`config.mk`:
```
export PLATFORM = sky130hd
export DESIGN_NAME = adc_scan_frame_assembler_top
export DESIGN_NICKNAME = d
export VERILOG_FILES = /design/src/hw/rtl/adcsfa_pkg.sv /design/src/hw/rtl/adc_scan_frame_assembler_top.sv
export SDC_FILE = /design/constraint.sdc
export NUM_CORES = 1
export LEC_CHECK = 0
export BUFFER_PORTS_ARGS = -buffer_cell sky130_fd_sc_hd__buf_4
export CAP_MARGIN = 15
export CELL_PAD_IN_SITES_DETAIL_PLACEMENT = 1
export CELL_PAD_IN_SITES_GLOBAL_PLACEMENT = 1
export CORE_MARGIN = 2
export CORE_UTILIZATION = 35
export DETAILED_ROUTE_END_ITERATION = 16
export PLACE_DENSITY_LB_ADDON = 0.3
export SLEW_MARGIN = 25
export SYNTH_ARGS = -nofsm -noshare
export SYNTH_HDL_FRONTEND = slang
export SYNTH_SLANG_ARGS = --single-unit
```
`constraint.sdc`:
```
create_clock -name clk -period 11.2 [get_ports clk]
set_input_delay 2.24 -clock clk [delete_from_list [all_inputs] [get_ports clk]]
set_output_delay 2.24 -clock clk [all_outputs]
set_load 0.02 [all_outputs]
```
`src/hw/rtl/adcsfa_pkg.sv`:
```
// Package for the ADC scan frame assembler.
// Holds field widths, register indexes, reset values and scan limits.
// No dependencies.
package adcsfa_pkg;

  localparam int unsigned MAX_LANES   = 4;
  localparam int unsigned MAX_SLOTS   = 64;
  localparam int unsigned SELECT_REGS = 4;

  localparam int unsigned CFG_IDX_W  = 3;
  localparam int unsigned CFG_DATA_W = 7;

  localparam int unsigned LANE_CNT_W = 3;
  localparam int unsigned SLOTS_W    = 7;
  localparam int unsigned SELECT_W   = 5;
  localparam int unsigned LANE_W     = 2;
  localparam int unsigned SLOT_W     = 6;
  localparam int unsigned CHANNEL_W  = 4;
  localparam int unsigned RAW_W      = 16;
  localparam int unsigned VALUE_W    = 12;
  localparam int unsigned TIME_W     = 64;
  localparam int unsigned SEQ_W      = 32;

  // Input tdata: unit, channel, raw, time; padded to whole bytes.
  localparam int unsigned IN_DATA_BITS = 1 + CHANNEL_W + RAW_W + TIME_W;
  localparam int unsigned IN_DATA_W    = ((IN_DATA_BITS + 7) / 8) * 8;
  // Output tdata: lane, slot, value, sequence, time; padded to whole bytes.
  localparam int unsigned OUT_DATA_BITS = LANE_W + SLOT_W + VALUE_W + SEQ_W + TIME_W;
  localparam int unsigned OUT_DATA_W    = ((OUT_DATA_BITS + 7) / 8) * 8;

  // Register indexes on the configuration port.
  localparam logic [CFG_IDX_W-1:0] REG_LANE_COUNT = 3'd0;
  localparam logic [CFG_IDX_W-1:0] REG_SLOTS      = 3'd1;
  localparam logic [CFG_IDX_W-1:0] REG_LANE0_SEL  = 3'd2;
  localparam logic [CFG_IDX_W-1:0] REG_LANE1_SEL  = 3'd3;
  localparam logic [CFG_IDX_W-1:0] REG_LANE2_SEL  = 3'd4;
  localparam logic [CFG_IDX_W-1:0] REG_LANE3_SEL  = 3'd5;

  localparam logic [LANE_CNT_W-1:0] LANE_COUNT_RESET = 3'd1;
  localparam logic [SLOTS_W-1:0]    SLOTS_RESET      = 7'd50;
  localparam logic [SELECT_W-1:0]   LANE0_SEL_RESET  = 5'd6;
  localparam logic [SELECT_W-1:0]   LANE1_SEL_RESET  = 5'd3;
  localparam logic [SELECT_W-1:0]   LANE2_SEL_RESET  = 5'd0;
  localparam logic [SELECT_W-1:0]   LANE3_SEL_RESET  = 5'd1;

  // Lane limit as a lane count, and slot limit as a slot count.
  localparam logic [LANE_CNT_W-1:0] LANE_LIMIT =
      (MAX_LANES < SELECT_REGS) ? LANE_CNT_W'(MAX_LANES) : LANE_CNT_W'(SELECT_REGS);
  localparam logic [SLOTS_W-1:0] SLOT_LIMIT =
      (MAX_SLOTS < (1 << SLOTS_W)) ? SLOTS_W'(MAX_SLOTS) : {SLOTS_W{1'b1}};

  typedef logic [SELECT_W-1:0] lane_select_t [SELECT_REGS];

endpackage

```
`src/hw/rtl/adc_scan_frame_assembler_top.sv`:
```
// Top level of the ADC scan frame assembler: lane mapping, frame tracking
// and the output register. Depends on adcsfa_pkg.
//
// The block takes one converter result per cycle and returns at most one
// sample item for it through an output register; input ready stays high while
// that register is empty or being drained, so with m_tready high results
// stream at one item per clock with no gaps. Invalid results, results whose
// unit and channel match no lane in use, and results that arrive while no
// frame is open or that break lane order without being lane 0 produce no
// item. Each item carries the lane, slot, centred value, the frame's start
// time, tuser set when it opens a frame, and tlast with the sequence number
// when it completes one. Configuration should only be written while idle.
module adc_scan_frame_assembler_top (
  input  logic                                  clk,
  input  logic                                  rst,
  input  logic                                  cfg_we,
  input  logic [adcsfa_pkg::CFG_IDX_W-1:0]      cfg_index,
  input  logic [adcsfa_pkg::CFG_DATA_W-1:0]     cfg_wdata,
  input  logic                                  s_tvalid,
  output logic                                  s_tready,
  // Fields from bit 0: adc_unit, adc_channel, raw_sample, now_us.
  input  logic [adcsfa_pkg::IN_DATA_W-1:0]      s_tdata,
  // Field: sample_ok.
  input  logic                                  s_tuser,
  output logic                                  m_tvalid,
  input  logic                                  m_tready,
  // Fields from bit 0: lane_index, slot_index, centred_value,
  // frame_sequence, frame_time_us.
  output logic [adcsfa_pkg::OUT_DATA_W-1:0]     m_tdata,
  // Field: frame_begin.
  output logic                                  m_tuser,
  // Field: frame_done.
  output logic                                  m_tlast
);
  import adcsfa_pkg::*;

  logic [LANE_CNT_W-1:0] lane_count;
  logic [SLOTS_W-1:0]    slots;
  lane_select_t          lane_sel;

  logic                  assembling, assembling_next;
  logic [LANE_W-1:0]     expected_lane, expected_lane_next;
  logic [SLOTS_W-1:0]    fill_slot, fill_slot_next;
  logic [TIME_W-1:0]     start_time, start_time_next;
  logic [SEQ_W-1:0]      last_sequence, last_sequence_next;

  logic                  in_unit;
  logic [CHANNEL_W-1:0]  in_channel;
  logic [RAW_W-1:0]      in_raw;
  logic [TIME_W-1:0]     in_time;
  logic [SELECT_W-1:0]   key;

  logic [LANE_CNT_W-1:0] lanes_in_use;
  logic [SLOTS_W-1:0]    slots_in_use;
  logic                  hit;
  logic [LANE_W-1:0]     lane;

  logic                  emit;
  logic                  begin_flag;
  logic                  done_flag;
  logic [SEQ_W-1:0]      seq_out;
  logic [SLOT_W-1:0]     slot_out;
  logic [TIME_W-1:0]     time_out;
  logic [VALUE_W-1:0]    value_out;
  logic                  accept;

  assign in_unit    = s_tdata[0];
  assign in_channel = s_tdata[CHANNEL_W:1];
  assign in_raw     = s_tdata[CHANNEL_W+RAW_W:CHANNEL_W+1];
  assign in_time    = s_tdata[CHANNEL_W+RAW_W+TIME_W:CHANNEL_W+RAW_W+1];
  assign key        = {in_unit, in_channel};

  assign lanes_in_use = (lane_count > LANE_LIMIT) ? LANE_LIMIT : lane_count;
  assign slots_in_use = (slots == '0) ? SLOTS_W'(1) :
                        (slots > SLOT_LIMIT) ? SLOT_LIMIT : slots;

  // Walk down so that the lowest numbered matching lane wins.
  always_comb begin
    hit  = 1'b0;
    lane = '0;
    for (int i = SELECT_REGS - 1; i >= 0; i--) begin
      if ((LANE_CNT_W'(i) < lanes_in_use) && (lane_sel[i] == key)) begin
        hit  = 1'b1;
        lane = LANE_W'(i);
      end
    end
  end

  // Subtracting the midpoint from a 12-bit word is a flip of its top bit.
  assign value_out = {~in_raw[VALUE_W-1], in_raw[VALUE_W-2:0]};

  always_comb begin
    assembling_next    = assembling;
    expected_lane_next = expected_lane;
    fill_slot_next     = fill_slot;
    start_time_next    = start_time;
    last_sequence_next = last_sequence;
    emit               = 1'b0;
    begin_flag         = 1'b0;
    done_flag          = 1'b0;
    seq_out            = '0;
    slot_out           = '0;
    time_out           = start_time;
    if (s_tuser && hit && (assembling || lane == '0)) begin
      emit = 1'b1;
      if (!assembling) begin
        assembling_next    = 1'b1;
        expected_lane_next = '0;
        fill_slot_next     = '0;
        start_time_next    = in_time;
        begin_flag         = 1'b1;
      end
      // Out of order: abort, and reopen at once when the result is lane 0.
      if (lane != expected_lane_next) begin
        expected_lane_next = '0;
        fill_slot_next     = '0;
        if (lane != '0) begin
          assembling_next = 1'b0;
          emit            = 1'b0;
        end else begin
          assembling_next = 1'b1;
          start_time_next = in_time;
          begin_flag      = 1'b1;
        end
      end
      slot_out = fill_slot_next[SLOT_W-1:0];
      time_out = start_time_next;
      if (emit) begin
        if (LANE_CNT_W'(lane) + LANE_CNT_W'(1) == lanes_in_use) begin
          expected_lane_next = '0;
          fill_slot_next     = fill_slot_next + SLOTS_W'(1);
          if (fill_slot_next >= slots_in_use) begin
            last_sequence_next = last_sequence + SEQ_W'(1);
            seq_out            = last_sequence_next;
            done_flag          = 1'b1;
            assembling_next    = 1'b0;
            fill_slot_next     = '0;
            start_time_next    = '0;
          end
        end else begin
          expected_lane_next = expected_lane_next + LANE_W'(1);
        end
      end
    end
  end

  assign s_tready = !m_tvalid || m_tready;
  assign accept   = s_tvalid && s_tready;

  always_ff @(posedge clk) begin
    if (rst) begin
      lane_count  <= LANE_COUNT_RESET;
      slots       <= SLOTS_RESET;
      lane_sel[0] <= LANE0_SEL_RESET;
      lane_sel[1] <= LANE1_SEL_RESET;
      lane_sel[2] <= LANE2_SEL_RESET;
      lane_sel[3] <= LANE3_SEL_RESET;
    end else if (cfg_we) begin
      unique case (cfg_index)
        REG_LANE_COUNT: lane_count  <= cfg_wdata[LANE_CNT_W-1:0];
        REG_SLOTS:      slots       <= cfg_wdata[SLOTS_W-1:0];
        REG_LANE0_SEL:  lane_sel[0] <= cfg_wdata[SELECT_W-1:0];
        REG_LANE1_SEL:  lane_sel[1] <= cfg_wdata[SELECT_W-1:0];
        REG_LANE2_SEL:  lane_sel[2] <= cfg_wdata[SELECT_W-1:0];
        REG_LANE3_SEL:  lane_sel[3] <= cfg_wdata[SELECT_W-1:0];
        default: ;
      endcase
    end
  end

  always_ff @(posedge clk) begin
    if (rst) begin
      assembling    <= 1'b0;
      expected_lane <= '0;
      fill_slot     <= '0;
      start_time    <= '0;
      last_sequence <= '0;
    end else if (accept) begin
      assembling    <= assembling_next;
      expected_lane <= expected_lane_next;
      fill_slot     <= fill_slot_next;
      start_time    <= start_time_next;
      last_sequence <= last_sequence_next;
    end
  end

  always_ff @(posedge clk) begin
    if (rst) begin
      m_tvalid <= 1'b0;
    end else if (s_tready) begin
      m_tvalid <= s_tvalid && emit;
    end
  end

  always_ff @(posedge clk) begin
    if (accept && emit) begin
      m_tdata <= OUT_DATA_W'({time_out, seq_out, value_out, slot_out, lane});
      m_tuser <= begin_flag;
      m_tlast <= done_flag;
    end
  end

endmodule

```
Yosys cells after proc, flatten, opt, wreduce, memory -nomap -nowiden
Memories as Yosys holds them, arrays and structs flattened.
Index checks and enable logic that the tools add are counted.
Storage, ports and cells
  bits in registers: 235
  output and inout bits: 124
  memory bits (writable): 20
  logic and storage cells: 126
  memories: 1
  input bits: 104
Cells by class
  eq/ne operators: 11
  magnitude comparators: 7
  bitwise logic cells: 5
  multiplexer cells: 63
  add/subtract/negate cells: 4
  reduce and logical (&&, ||, !) cells: 22
Memories
  lane_sel: words 4, bits a word 5, rd ports 4, clocked after memory_dff 0, write ports 4, line adc_scan_frame_assembler_top.sv:39  | lane_select_t lane_sel;
Operator list (count)
  $mux 64: 7
  $mux 7: 8
  $mux 1: 33
  $add 32x1->32 const B: 1
  $eq 5x5->1: 4
  $mux 2: 10
  $mux 5: 4
  $logic_and 1x1->1: 9
  $add 7x1->7 const B: 1
  $ge 7x7->1: 1
  $gt 7x7->1 const B: 1
  $logic_not 7->1: 1
  $eq 3x2->1 const B: 2
  $eq 3x3->1 const B: 2
  $lt 1x3->1 const A: 2
  $lt 2x3->1 const A: 2
  $reduce_and 2->1: 3
  $reduce_and 5->1: 1
  $or 1x1->1: 4
  $reduce_and 4->1: 1
  $add 2x1->3 const B: 1
  $eq 3x1->1 const B: 1
  $eq 3x3->1: 1
  $gt 3x3->1 const B: 1
  10 further kinds: 11

Logic depth before layout (Yosys ltp)
Gate-level depths: netlist of run 1.
  depth in word-level cells: 20
  gate-level depth with buffers: 23
  depth with buffers taken out: 18

Worst setup path before layout of run 1
OpenSTA, ideal clock, no wires.
  path kind: input port to flip-flop
  start: input port s_tdata[4] (netlist name)
  end: register fill_slot[1]
  data required time: 11141 ps
  setup slack: 3850 ps
  stages on the path: 13
  path buffers: 1
  setup time: 59 ps
  arrival: 7291 ps
  cells stage by stage: xor2_1 -> or4_4 -> buf_6 -> or2_4 -> o21ai_1 -> ha_1 -> o21ai_0 -> a31o_2 -> nor2_1 -> o21ai_0 -> inv_1 -> and3_1 -> a22o_1
On the way
  word-level cells in the longest chain between the ends: 14
  elaborated cells on any way between the ends: 35
  those cells by class: 2 x add/sub; 1 x order compare; 6 x eq/ne; 16 x mux; 10 x reduce/logical
RTL lines
  from (decl): line adc_scan_frame_assembler_top.sv:22  | input logic [adcsfa_pkg::IN_DATA_W-1:0] s_tdata,
  $eq 5x5->1: line adc_scan_frame_assembler_top.sv:82  | if ((LANE_CNT_W'(i) < lanes_in_use) && (lane_sel[i] == key)) begin
  $logic_and 1x1->1: line adc_scan_frame_assembler_top.sv:82
  $mux 2 (4 in a row): line adc_scan_frame_assembler_top.sv:82
  $ne 2x2->1: line adc_scan_frame_assembler_top.sv:114  | if (lane != expected_lane_next) begin
  $mux 7: line adc_scan_frame_assembler_top.sv:114
  $mux 7: line adc_scan_frame_assembler_top.sv:104  | if (s_tuser && hit && (assembling || lane == '0)) begin
  $add 7x1->7: line adc_scan_frame_assembler_top.sv:131  | fill_slot_next = fill_slot_next + SLOTS_W'(1);
  $ge 7x7->1: line adc_scan_frame_assembler_top.sv:132  | if (fill_slot_next >= slots_in_use) begin
  $mux 7: line adc_scan_frame_assembler_top.sv:132
  $mux 7: line adc_scan_frame_assembler_top.sv:129  | if (LANE_CNT_W'(lane) + LANE_CNT_W'(1) == lanes_in_use) begin
  $mux 7: line adc_scan_frame_assembler_top.sv:128  | if (emit) begin
  to (signal assigned): line adc_scan_frame_assembler_top.sv:181  | fill_slot <= fill_slot_next;
  to (decl): line adc_scan_frame_assembler_top.sv:43  | logic [SLOTS_W-1:0] fill_slot, fill_slot_next;
Several ways; a longest one is shown, not always the timed one. The select of a mux whose other input is x is not followed.
A chain may end at the register's enable or synchronous reset.

Final worst setup path of run 1
  start: input port s_tdata[4] (netlist name)
  end: register start_time[52]
On the way
  word-level cells in the longest chain between the ends: 14
  elaborated cells on any way between the ends: 37
  those cells by class: 2 x add/sub; 1 x order compare; 6 x eq/ne; 18 x mux; 10 x reduce/logical
RTL lines
  $eq 5x5->1: line adc_scan_frame_assembler_top.sv:82
  $logic_and 1x1->1: line adc_scan_frame_assembler_top.sv:82
  $mux 2 (4 in a row): line adc_scan_frame_assembler_top.sv:82
  $ne 2x2->1: line adc_scan_frame_assembler_top.sv:114
  $mux 7: line adc_scan_frame_assembler_top.sv:114
  $mux 7: line adc_scan_frame_assembler_top.sv:104
  $add 7x1->7: line adc_scan_frame_assembler_top.sv:131
  $ge 7x7->1: line adc_scan_frame_assembler_top.sv:132
  $mux 64: line adc_scan_frame_assembler_top.sv:132
  $mux 64: line adc_scan_frame_assembler_top.sv:129
  $mux 64: line adc_scan_frame_assembler_top.sv:128
  to (signal assigned): line adc_scan_frame_assembler_top.sv:182  | start_time <= start_time_next;
  to (decl): line adc_scan_frame_assembler_top.sv:44  | logic [TIME_W-1:0] start_time, start_time_next;
Several ways; a longest one is shown, not always the timed one. The select of a mux whose other input is x is not followed.

==> impl_metrics.tcl, run 1 <==
set metrics [dict create \
    initial_core_util 0.353 \
    synth_cell_types 53 \
    holdPathStages 1 \
    htree_levels 1 \
    setup_violations 0 \
    cts_tree "built" \
    finClkSkew_ns 0.0134 \
    yosys_warnings 0 \
    hold_end "start_time[54]" \
    core_um2 30400 \
    cts_resized 0 \
    report.final.hold_viol_count 0 \
    wire_per_inst_um 18.2 \
    synth_top_area_cell "edfxtp_1" \
    drive_above_1_share 0.315 \
    antenna_found_initial 0 \
    clock_latency_ns 0.55 \
    dpl_cell_area_um2 12700 \
    diodes 0 \
    clockRootBuffer "clkbuf_16" \
    max_stage_delay_ns 0.62 \
    wl_um 27500 \
    die_area_um2 32100 \
    design_area_um2 13600 \
    r2r_slack_ns 5.55 \
    vias_per_cell 5.08 \
    num-fill-cells 3274 \
    hold_class "flip-flop to flip-flop" \
    rsz0062_at_grt "no" \
    chipWidth_um 179 \
    cts_setup_buffers 0 \
    crit_fanout 64 \
    netlist_top_cells_count "138 x edfxtp_1, 117 x dfxtp_1, 69 x a22o_1" \
    syn_inst 883 \
    netlist_top_cells_area "edfxtp_1 39%, dfxtp_1 22%, mux2_2 6.8%" \
    tns_ns 0 \
    synthAdderAreaFrac 0.0128 \
    muxShareOfSynthArea 0.0783 \
    synth_xor_xnor_area_share 0.0473 \
    endpoint_kind "flip-flop" \
    synth_most_common_cell "edfxtp_1" \
    firstDrtPassIters 4 \
    finalCriticalPeriod_ns 7.07 \
    drt_iter0_drc 308 \
    tightest_slew_ns 0.921 \
    finalCritPeriodShare 0.631 \
    yosys.area.top_type_share 0.386 \
    num-nets-final 1208 \
    clkTransAtPathRegs_ns 0.06 \
    cellLeakagePower_nw 4.93 \
    maxSlewHeadroom 0.386 \
    grt_max_degree 81 \
    hp-start "start_time[54]" \
    gp_congestion 0.756 \
    synthSimpleGateAreaFrac 0.111 \
    async_flop_share 0 \
    ant_nets 0 \
    maxSlewViolCount 0 \
    synthFlopType "edfxtp_1" \
    reg2reg_depth 19 \
    status "completed" \
    area_growth_pct 26.8 \
    dp_hpwl_um 18000 \
    grt_pass1_wl_um 42500 \
    synth_compound_area_frac 0.117 \
    clock_sinks 255 \
    fin_util 0.448 \
    critical_path_arrival_ns 7.56 \
    drv_cap 0 \
    synth_top_family_by_area "compound AO/OA/AOI/OAI gates" \
    clock_path_buffers 3 \
    grt.total_usage 0.166 \
    cts_hold_buf 0 \
    synth-edff-count 138 \
    port_buffers 216 \
    crit_type "input pin to flip-flop" \
    boundaryPins 228 \
    fp.dieH_um 179 \
    clock.fmax_ghz 0.141 \
    row_count 64 \
    vias 7679 \
    grt_pass1_vias 8012 \
    ys_seq_area_frac 0.603 \
    yosys_register_bits 255 \
    r2r-end "start_time[52]" \
    drc 0 \
    crit_chain "buf_4 > xor2_1 > or4_4 > o2111a_1 > o2111ai_1 > a41o_1 > or2_2 > inv_1 > ha_1 > and3_1 > nand3_1 > xor2_1 > nor2_1 > ha_1 > a21oi_1 > o21ai_0 > a211o_1 > a211oi_4 > buf_4 > a22o_1" \
    r2r_start "lane_count[2]" \
    syn_area_um2 10700 \
    syn_area_per_cell_um2 12.2 \
    cts_buffers 29 \
    cp_slowest_cell "buf_4" \
    powerDensity_nw_per_um2 147 \
    cp.required_ns 11.69 \
    grt.overflow.total 0 \
    start_kind "input pin" \
    ir_drop_mv 0.0971 \
]
[kinds of logic (layout without fill, tap and decap cells)]
| kind of cell | count (synthesis) | after routing |
|---|---|---|
| buffers and inverters | 70 | 300 |
| other | 1 | 4 |
| xor gates and xnor gates | 58 | 58 |
| and+or+nand+nor | 234 | 234 |
| muxes | 76 | 76 |
| adders and majority gates | 11 | 11 |
| DFF | 255 | 255 |
| AOI/OAI and AO/OA | 178 | 178 |
[per-stage QoR]
stage / total power [mW] / hold slack [ns] / instances / setup slack [ns]
final: 2.01 / 0.476 / 1512 / 4.13
after global routing: 2.08 / 0.490 / 1512 / 3.76
after CTS: 2.04 / 0.480 / 1512 / 4.14
after detailed placement: 1.12 / 0.464 / 1458 / 3.58
after global placement: 1.11 / 0.457 / 1458 / 3.64
after floorplan: 1.06 / 0.445 / 886 / 3.85
[power breakdown]
part           internal, mW  total, mW  leakage [nW]  switching (mW)
Sequential            0.994       1.00          2.02         0.00626
Clock                 0.526      0.910         0.458           0.383
Combinational        0.0445     0.0958          2.45          0.0512
Total                  1.56       2.01          4.93           0.441
[layer usage]
metal | up-vias | routed length, µm | global-route usage
li1 | 3652 | - | -
met1 | 3797 | 12100 | 0.208
met3 | 40 | 1700 | 0.0339
met5 | - | 0 | 0
met4 | 0 | 505 | 0.0400
met2 | 190 | 13200 | 0.291
[worst max path at each step]
stage,from,endpoint,depth (start not counted)
final,s_tdata[4],start_time[52],20
after global routing,s_tdata[4],start_time[31],20
after CTS,s_tdata[4],start_time[52],20
after floorplan,s_tdata[4],fill_slot[1],13
after detailed placement,s_tdata[4],start_time[17],20
after global placement,s_tdata[4],start_time[5],20
[flip-flops by register name, summed over array words and instances, names as in the netlist]
signal         flops
m_tuser            1
start_time        64
m_tlast            1
m_tdata          116
slots              7
lane_count         3
lane_sel          20
m_tvalid           1
last_sequence     32
assembling         1
expected_lane      2
fill_slot          7
[cells in the final DEF, fill, tap and decap left out, types with 4 or more instances in the layout]
| cell | n |
|---|---|
| nand2b_1 | 10 |
| mux2i_1 | 11 |
| xnor2_1 | 22 |
| mux2_2 | 65 |
| clkinv_2 | 9 |
| clkbuf_1 | 7 |
| and3_1 | 4 |
| nor3_1 | 18 |
| dfxtp_1 | 117 |
| edfxtp_1 | 138 |
| or2_2 | 9 |
| nand4_1 | 10 |
| nand2_1 | 33 |
| a22o_1 | 69 |
| nor2_1 | 64 |
| clkbuf_16 | 29 |
| o21ai_0 | 40 |
| xor2_1 | 36 |
| a21oi_1 | 37 |
| buf_4 | 221 |
| and2_1 | 20 |
| clkbuf_8 | 4 |
| conb_1 | 4 |
| o21a_1 | 6 |
| ha_1 | 11 |
| inv_1 | 23 |
| nand3_1 | 21 |
| or3_1 | 34 |
[worst max-delay path: cells and delay by family]
family	cells	cell delay, ns
AOI/OAI and AO/OA	8	2.36
xor gates and xnor gates	2	0.30
adders and majority gates	2	0.60
and+or+nand+nor	5	1.17
buffers and inverters	3	0.83
[layout make-up]
| cell class | count | area, µm² | share of cell area |
|---|---|---|---|
| clock inverters | 14 | 103 | 0.00753 |
| well taps | 396 | 495 | 0.0363 |
| repair buffers | 222 | 1670 | 0.123 |
| inverters | 24 | 92.6 | 0.00679 |
| multi-input cells | 561 | 3980 | 0.292 |
| clock buffers | 40 | 807 | 0.0592 |
| flip-flops and latches | 255 | 6490 | 0.476 |
No activity file was read; power rests on OpenSTA's default activity.
==> inputs of run 2 (changes only) <==
==> constraint.sdc (replaced) <==
create_clock -name clk -period 6.4 [get_ports clk]
set_input_delay 1.28 -clock clk [delete_from_list [all_inputs] [get_ports clk]]
set_output_delay 1.28 -clock clk [all_outputs]
set_load 0.02 [all_outputs]
==> run 2 against run 1 <==
Clock power increased by 120%. Global-route usage fell by 0.077 points. First-iteration DRC count grew 15%. Utilization is 1.0 points higher. Final cell count is 0.40% higher. Via count is essentially flat. Critical endpoint is now start_time[8].
==> impl_metrics.tcl, run 2 (synthesized netlist as in run 1, its figures left out) <==
set metrics [dict create \
    status "completed" \
    fin_util 0.458 \
    critical_path_arrival_ns 6.01 \
    report.final.hold_viol_count 0 \
    dr.max_layer_used "met4" \
    rsz0062_at_grt "no" \
    clock_path_buffers 3 \
    maxSlewHeadroom 0.383 \
    initial_core_util 0.353 \
    num-nets-final 1213 \
    drv_cap 0 \
    crit_fanout 64 \
    final_cell_mix "223 x buf_4, 138 x edfxtp_1, 117 x dfxtp_1" \
    cp_slowest_cell "or4_4" \
    met2_length_um 13100 \
    wl_um 27400 \
    antenna_found_initial 0 \
    crit_chain "buf_4 > xor2_1 > or4_4 > o2111a_1 > o2111ai_1 > a41o_1 > buf_4 > nor2_1 > ha_1 > and3_1 > nand3_1 > xor2_1 > nor2_1 > ha_1 > a21oi_1 > o21ai_0 > a211o_1 > a211oi_4 > buf_12 > a22o_1" \
    cp.depth 20 \
    hold_class "flip-flop to flip-flop" \
    cts_resized 0 \
    internal-power_mw 3.10 \
    port_buffers 216 \
    grt_max_degree 66 \
    place_ws_ns 0.356 \
    gp_congestion 0.763 \
    vias_per_cell 5.06 \
    dp_hpwl_um 18200 \
    setup_ws_ns 0.876 \
    wl_met1_um 11900 \
    finClkSkew_ns 0.0104 \
    die_area_um2 32100 \
    cts_setup_buffers 0 \
    vias 7678 \
    holdPathStages 1 \
    num-fill-cells 3265 \
    clkTransAtPathRegs_ns 0.06 \
    grt.total_usage 0.165 \
    max_stage_delay_ns 0.56 \
    clockRootBuffer "clkbuf_16" \
    reg2reg_depth 19 \
    largest_register "m_tdata" \
    maxSlewViolCount 0 \
    met3_length_um 1940 \
    pwr-share-comb 0.044 \
    critPathTopFamily "compound AO/OA/AOI/OAI gates" \
    clock.fmax_ghz 0.181 \
    cts_buffers 30 \
    largest_register_ff_count 116 \
    tightest_slew_ns 0.925 \
    htree_levels 1 \
    crit_type "input pin to flip-flop" \
    diodes 0 \
    drive_above_1_share 0.320 \
    powerDensity_nw_per_um2 279 \
    path_buf_inv 3 \
    cts_hold_buf 0 \
    wire_per_inst_um 18.1 \
    grt_pass1_wl_um 42200 \
    top_regs "m_tdata (116), start_time (64), last_sequence (32)" \
    ant_nets 0 \
    clock_latency_ns 0.55 \
    start_kind "input pin" \
    power.net_switching_uw 785 \
    firstDrtPassIters 4 \
    core_um2 30400 \
    row_count 64 \
    final_common_cell "buf_4" \
    tns_ns 0 \
    grt.overflow.total 0 \
    fp.dieH_um 179 \
    cp.required_ns 6.89 \
    ir_drop_mv 0.184 \
    setup_violations 0 \
    grt_pass1_vias 7773 \
    boundaryPins 228 \
    drt_iter0_drc 355 \
    clock_sinks 255 \
    finalCriticalPeriod_ns 5.52 \
    drc 0 \
    chipWidth_um 179 \
    swShare 0.202 \
    finalCritPeriodShare 0.863 \
    endpoint_kind "flip-flop" \
    area_growth_pct 29.7 \
    cellLeakagePower_nw 5.06 \
    pwr-share-seq 0.450 \
    cts_tree "built" \
    total_power_mw 3.88 \
    clock_power_share 0.506 \
]
[run 2: cell type report]
cell class / count / area (µm²) / area share
clock buffers: 33 / 782 / 0.0561
clock inverters: 23 / 380 / 0.0273
inverters: 24 / 92.6 / 0.00664
multi-input cells: 561 / 3970 / 0.285
flip-flops and latches: 255 / 6490 / 0.465
well taps: 396 / 495 / 0.0355
repair buffers: 226 / 1730 / 0.124
[run 2: final timing paths]
path	start	end	slack, ns
max	s_tdata[4]	start_time[8]	0.88
min reg2reg	start_time[9]	start_time[9]	0.48
min	start_time[9]	start_time[9]	0.48
max reg2reg	lane_count[2]	start_time[8]	1.30
[run 2: through the flow]
stage | std cells | area, µm² | hold WS, ns
4_1_cts | 1518 | 13900 | 0.479
2_1_floorplan | 886 | 10800 | 0.445
6_report | 1518 | 13900 | 0.476
3_5_place_dp | 1462 | 12800 | 0.462
3_3_place_gp | 1462 | 12800 | 0.457
5_1_grt | 1518 | 13900 | 0.495
[run 2: worst register-to-register path: cells and delay by family, from the launching register on]
| kind | cells | cell delay, ns |
|---|---|---|
| AO/OA/AOI/OAI | 8 | 2.19 |
| XOR/XNOR | 1 | 0.16 |
| adder cells (fa/ha/maj) | 2 | 0.54 |
| buffers and inverters | 2 | 0.51 |
| flip-flops | 1 | 0.47 |
| AND/OR/NAND/NOR | 6 | 1.17 |
[run 2: power groups by stage]
stage               Clock, mW  Combinational, mW  Sequential, mW
floorplan                   0             0.0695            1.79
global placement            0              0.167            1.78
detailed placement          0              0.171            1.78
CTS                      2.02              0.173            1.75
global route             2.09              0.185            1.75
finish                   1.96              0.170            1.75
[run 2: layer usage]
| layer | vias to the layer above | global-route usage |
|---|---|---|
| met4 | 0 | 0.0407 |
| met5 | - | 0 |
| li1 | 3669 | - |
| met1 | 3756 | 0.213 |
| met2 | 218 | 0.281 |
| met3 | 35 | 0.0348 |
==> inputs of run 3 (changes only) <==
--- a/config.mk
+++ b/config.mk
@@ -13,6 +13,7 @@
 export CORE_UTILIZATION = 35
 export DETAILED_ROUTE_END_ITERATION = 16
 export PLACE_DENSITY_LB_ADDON = 0.3
+export RECOVER_POWER = 25
 export SLEW_MARGIN = 25
 export SYNTH_ARGS = -nofsm -noshare
 export SYNTH_HDL_FRONTEND = slang
==> run 3 against run 2 <==
The run now ends with capacitance limit, slew limit left. Clock skew is 0.0013 ns higher. Combinational power is 4% lower. Sequential share of layout area is 1.1 points higher. Hold slack hardly changed. Maximum frequency is 0.25% lower. Largest cell class unchanged.
==> impl_metrics.tcl, run 3 (synthesized netlist as in run 1, its figures left out) <==
set metrics [dict create \
    diodes 0 \
    ir_drop_mv 0.184 \
    fin_util 0.447 \
    cts_setup_buffers 0 \
    dp_hpwl_um 18200 \
    clockRootBuffer "clkbuf_16" \
    critical_path_arrival_ns 6.03 \
    vias_per_cell 5.04 \
    antenna_found_initial 0 \
    hold_class "flip-flop to flip-flop" \
    cp.required_ns 6.89 \
    hp-start "start_time[9]" \
    core_um2 30400 \
    setup_violations 0 \
    clock_sinks 255 \
    finalCritPeriodShare 0.865 \
    grt_max_degree 66 \
    cts_resized 0 \
    row_count 64 \
    final_cell_mix "138 x edfxtp_1, 122 x buf_4, 117 x dfxtp_1" \
    endpoint_kind "flip-flop" \
    r2r_start "lane_count[2]" \
    drive_above_1_share 0.241 \
    clock_path_buffers 3 \
    grt_pass1_wl_um 42200 \
    vias 7656 \
    report.final.hold_viol_count 0 \
    wire_per_inst_um 18.1 \
    drv_cap 1 \
    clock.fmax_ghz 0.181 \
    status "finished, violations left" \
    maxSlewHeadroom -0.748 \
    final_common_cell "edfxtp_1" \
    tightest_slew_ns 2.62 \
    cp_slowest_cell "or4_4" \
    grt_pass1_vias 7773 \
    cts_buffers 30 \
    crit_type "input pin to flip-flop" \
    firstDrtPassIters 4 \
    wl_um 27500 \
    hold_end "start_time[9]" \
    cellLeakagePower_nw 4.76 \
    grt.total_usage 0.165 \
    crit_fanout 64 \
    clkTransAtPathRegs_ns 0.06 \
    finalCriticalPeriod_ns 5.54 \
    chipWidth_um 179 \
    r2r_slack_ns 1.27 \
    cts_tree "built" \
    cts_hold_buf 0 \
    maxSlewViolCount 51 \
    port_buffers 216 \
    fp.dieH_um 179 \
    initial_core_util 0.353 \
    area_growth_pct 26.6 \
    r2r-end "start_time[8]" \
    gp_congestion 0.763 \
    drc 0 \
    largest_register_ff_count 116 \
    rsz0062_at_grt "no" \
    htree_levels 1 \
    grt.overflow.total 0 \
    boundaryPins 228 \
    start_kind "input pin" \
    num-nets-final 1213 \
    crit_chain "buf_4 > xor2_1 > or4_4 > o2111a_1 > o2111ai_1 > a41o_1 > buf_4 > nor2_1 > ha_1 > and3_1 > nand3_1 > xor2_1 > nor2_1 > ha_1 > a21oi_1 > o21ai_0 > a211o_1 > a211oi_4 > buf_12 > a22o_1" \
    top_regs "m_tdata (116), start_time (64), last_sequence (32)" \
    largest_register "m_tdata" \
    finClkSkew_ns 0.0117 \
    holdPathStages 1 \
    tns_ns 0 \
    critPathLaunch "s_tdata[4]" \
    clock_latency_ns 0.55 \
    violations "capacitance limit, slew limit" \
    drt_iter0_drc 327 \
    max_stage_delay_ns 0.56 \
    ant_nets 0 \
    die_area_um2 32100 \
    reg2reg_depth 19 \
    powerDensity_nw_per_um2 285 \
]
## run 3: cell types whose count changed in the layout (fill, tap and decap cells not counted), sizes merged
cell / previous run / this run
buf: 226 / 125
clkbuf: 33 / 134
## run 3: how the worst max path moves through the flow
stage | end | slack [ns] | cells past startpoint
6_report | start_time[8] | 0.86 | 20
5_1_grt | start_time[8] | 0.46 | 20
4_1_cts | start_time[56] | 0.92 | 20
3_5_place_dp | start_time[56] | 0.36 | 20
3_3_place_gp | start_time[45] | 0.39 | 20
2_1_floorplan | fill_slot[1] | 0.01 | 13
## run 3: critical path, delay by kind of cell
kind / cells / cell delay [ns]
AOI/OAI and AO/OA: 8 / 2.11
and+or+nand+nor: 5 / 1.03
buffers and inverters: 3 / 0.66
adders and majority gates: 2 / 0.54
xor gates and xnor gates: 2 / 0.32
## run 3: layer usage
layer | GRT usage | wire (µm) | vias to the layer above
met1 | 0.213 | 12100 | 3746
li1 | - | - | 3670
met2 | 0.281 | 13000 | 205
met4 | 0.0407 | 503 | 0
met5 | 0 | 0 | -
met3 | 0.0348 | 1860 | 35
## run 3: area by class of cell
cell class / instances / area (µm²)
timing repair buffer: 226 / 1400
clock inverter: 23 / 380
sequential: 255 / 6490
inverter: 24 / 92.6
clock buffer: 33 / 782
fill: 3313 / 16800
tap: 396 / 495
multi-input combinational: 561 / 3970
## run 3: power breakdown
group          total [mW]  internal [mW]  switching, mW  leakage (nW)
sequential           1.75           1.74         0.0107          2.03
combinational       0.164         0.0735         0.0903          2.18
clock                1.96           1.28          0.683         0.554
total                3.88           3.09          0.784          4.76
## run 3: metrics by stage
stage / cells / power (mW) / setup slack [ns] / cell area (µm²) / hold slack (ns)
6_report: 1518 / 3.88 / 0.862 / 13600 / 0.476
5_1_grt: 1518 / 4.02 / 0.458 / 13600 / 0.495
4_1_cts: 1518 / 3.94 / 0.921 / 13900 / 0.479
3_5_place_dp: 1462 / 1.96 / 0.356 / 12800 / 0.462
3_3_place_gp: 1462 / 1.95 / 0.387 / 12800 / 0.457
2_1_floorplan: 886 / 1.86 / 0.00996 / 10800 / 0.445
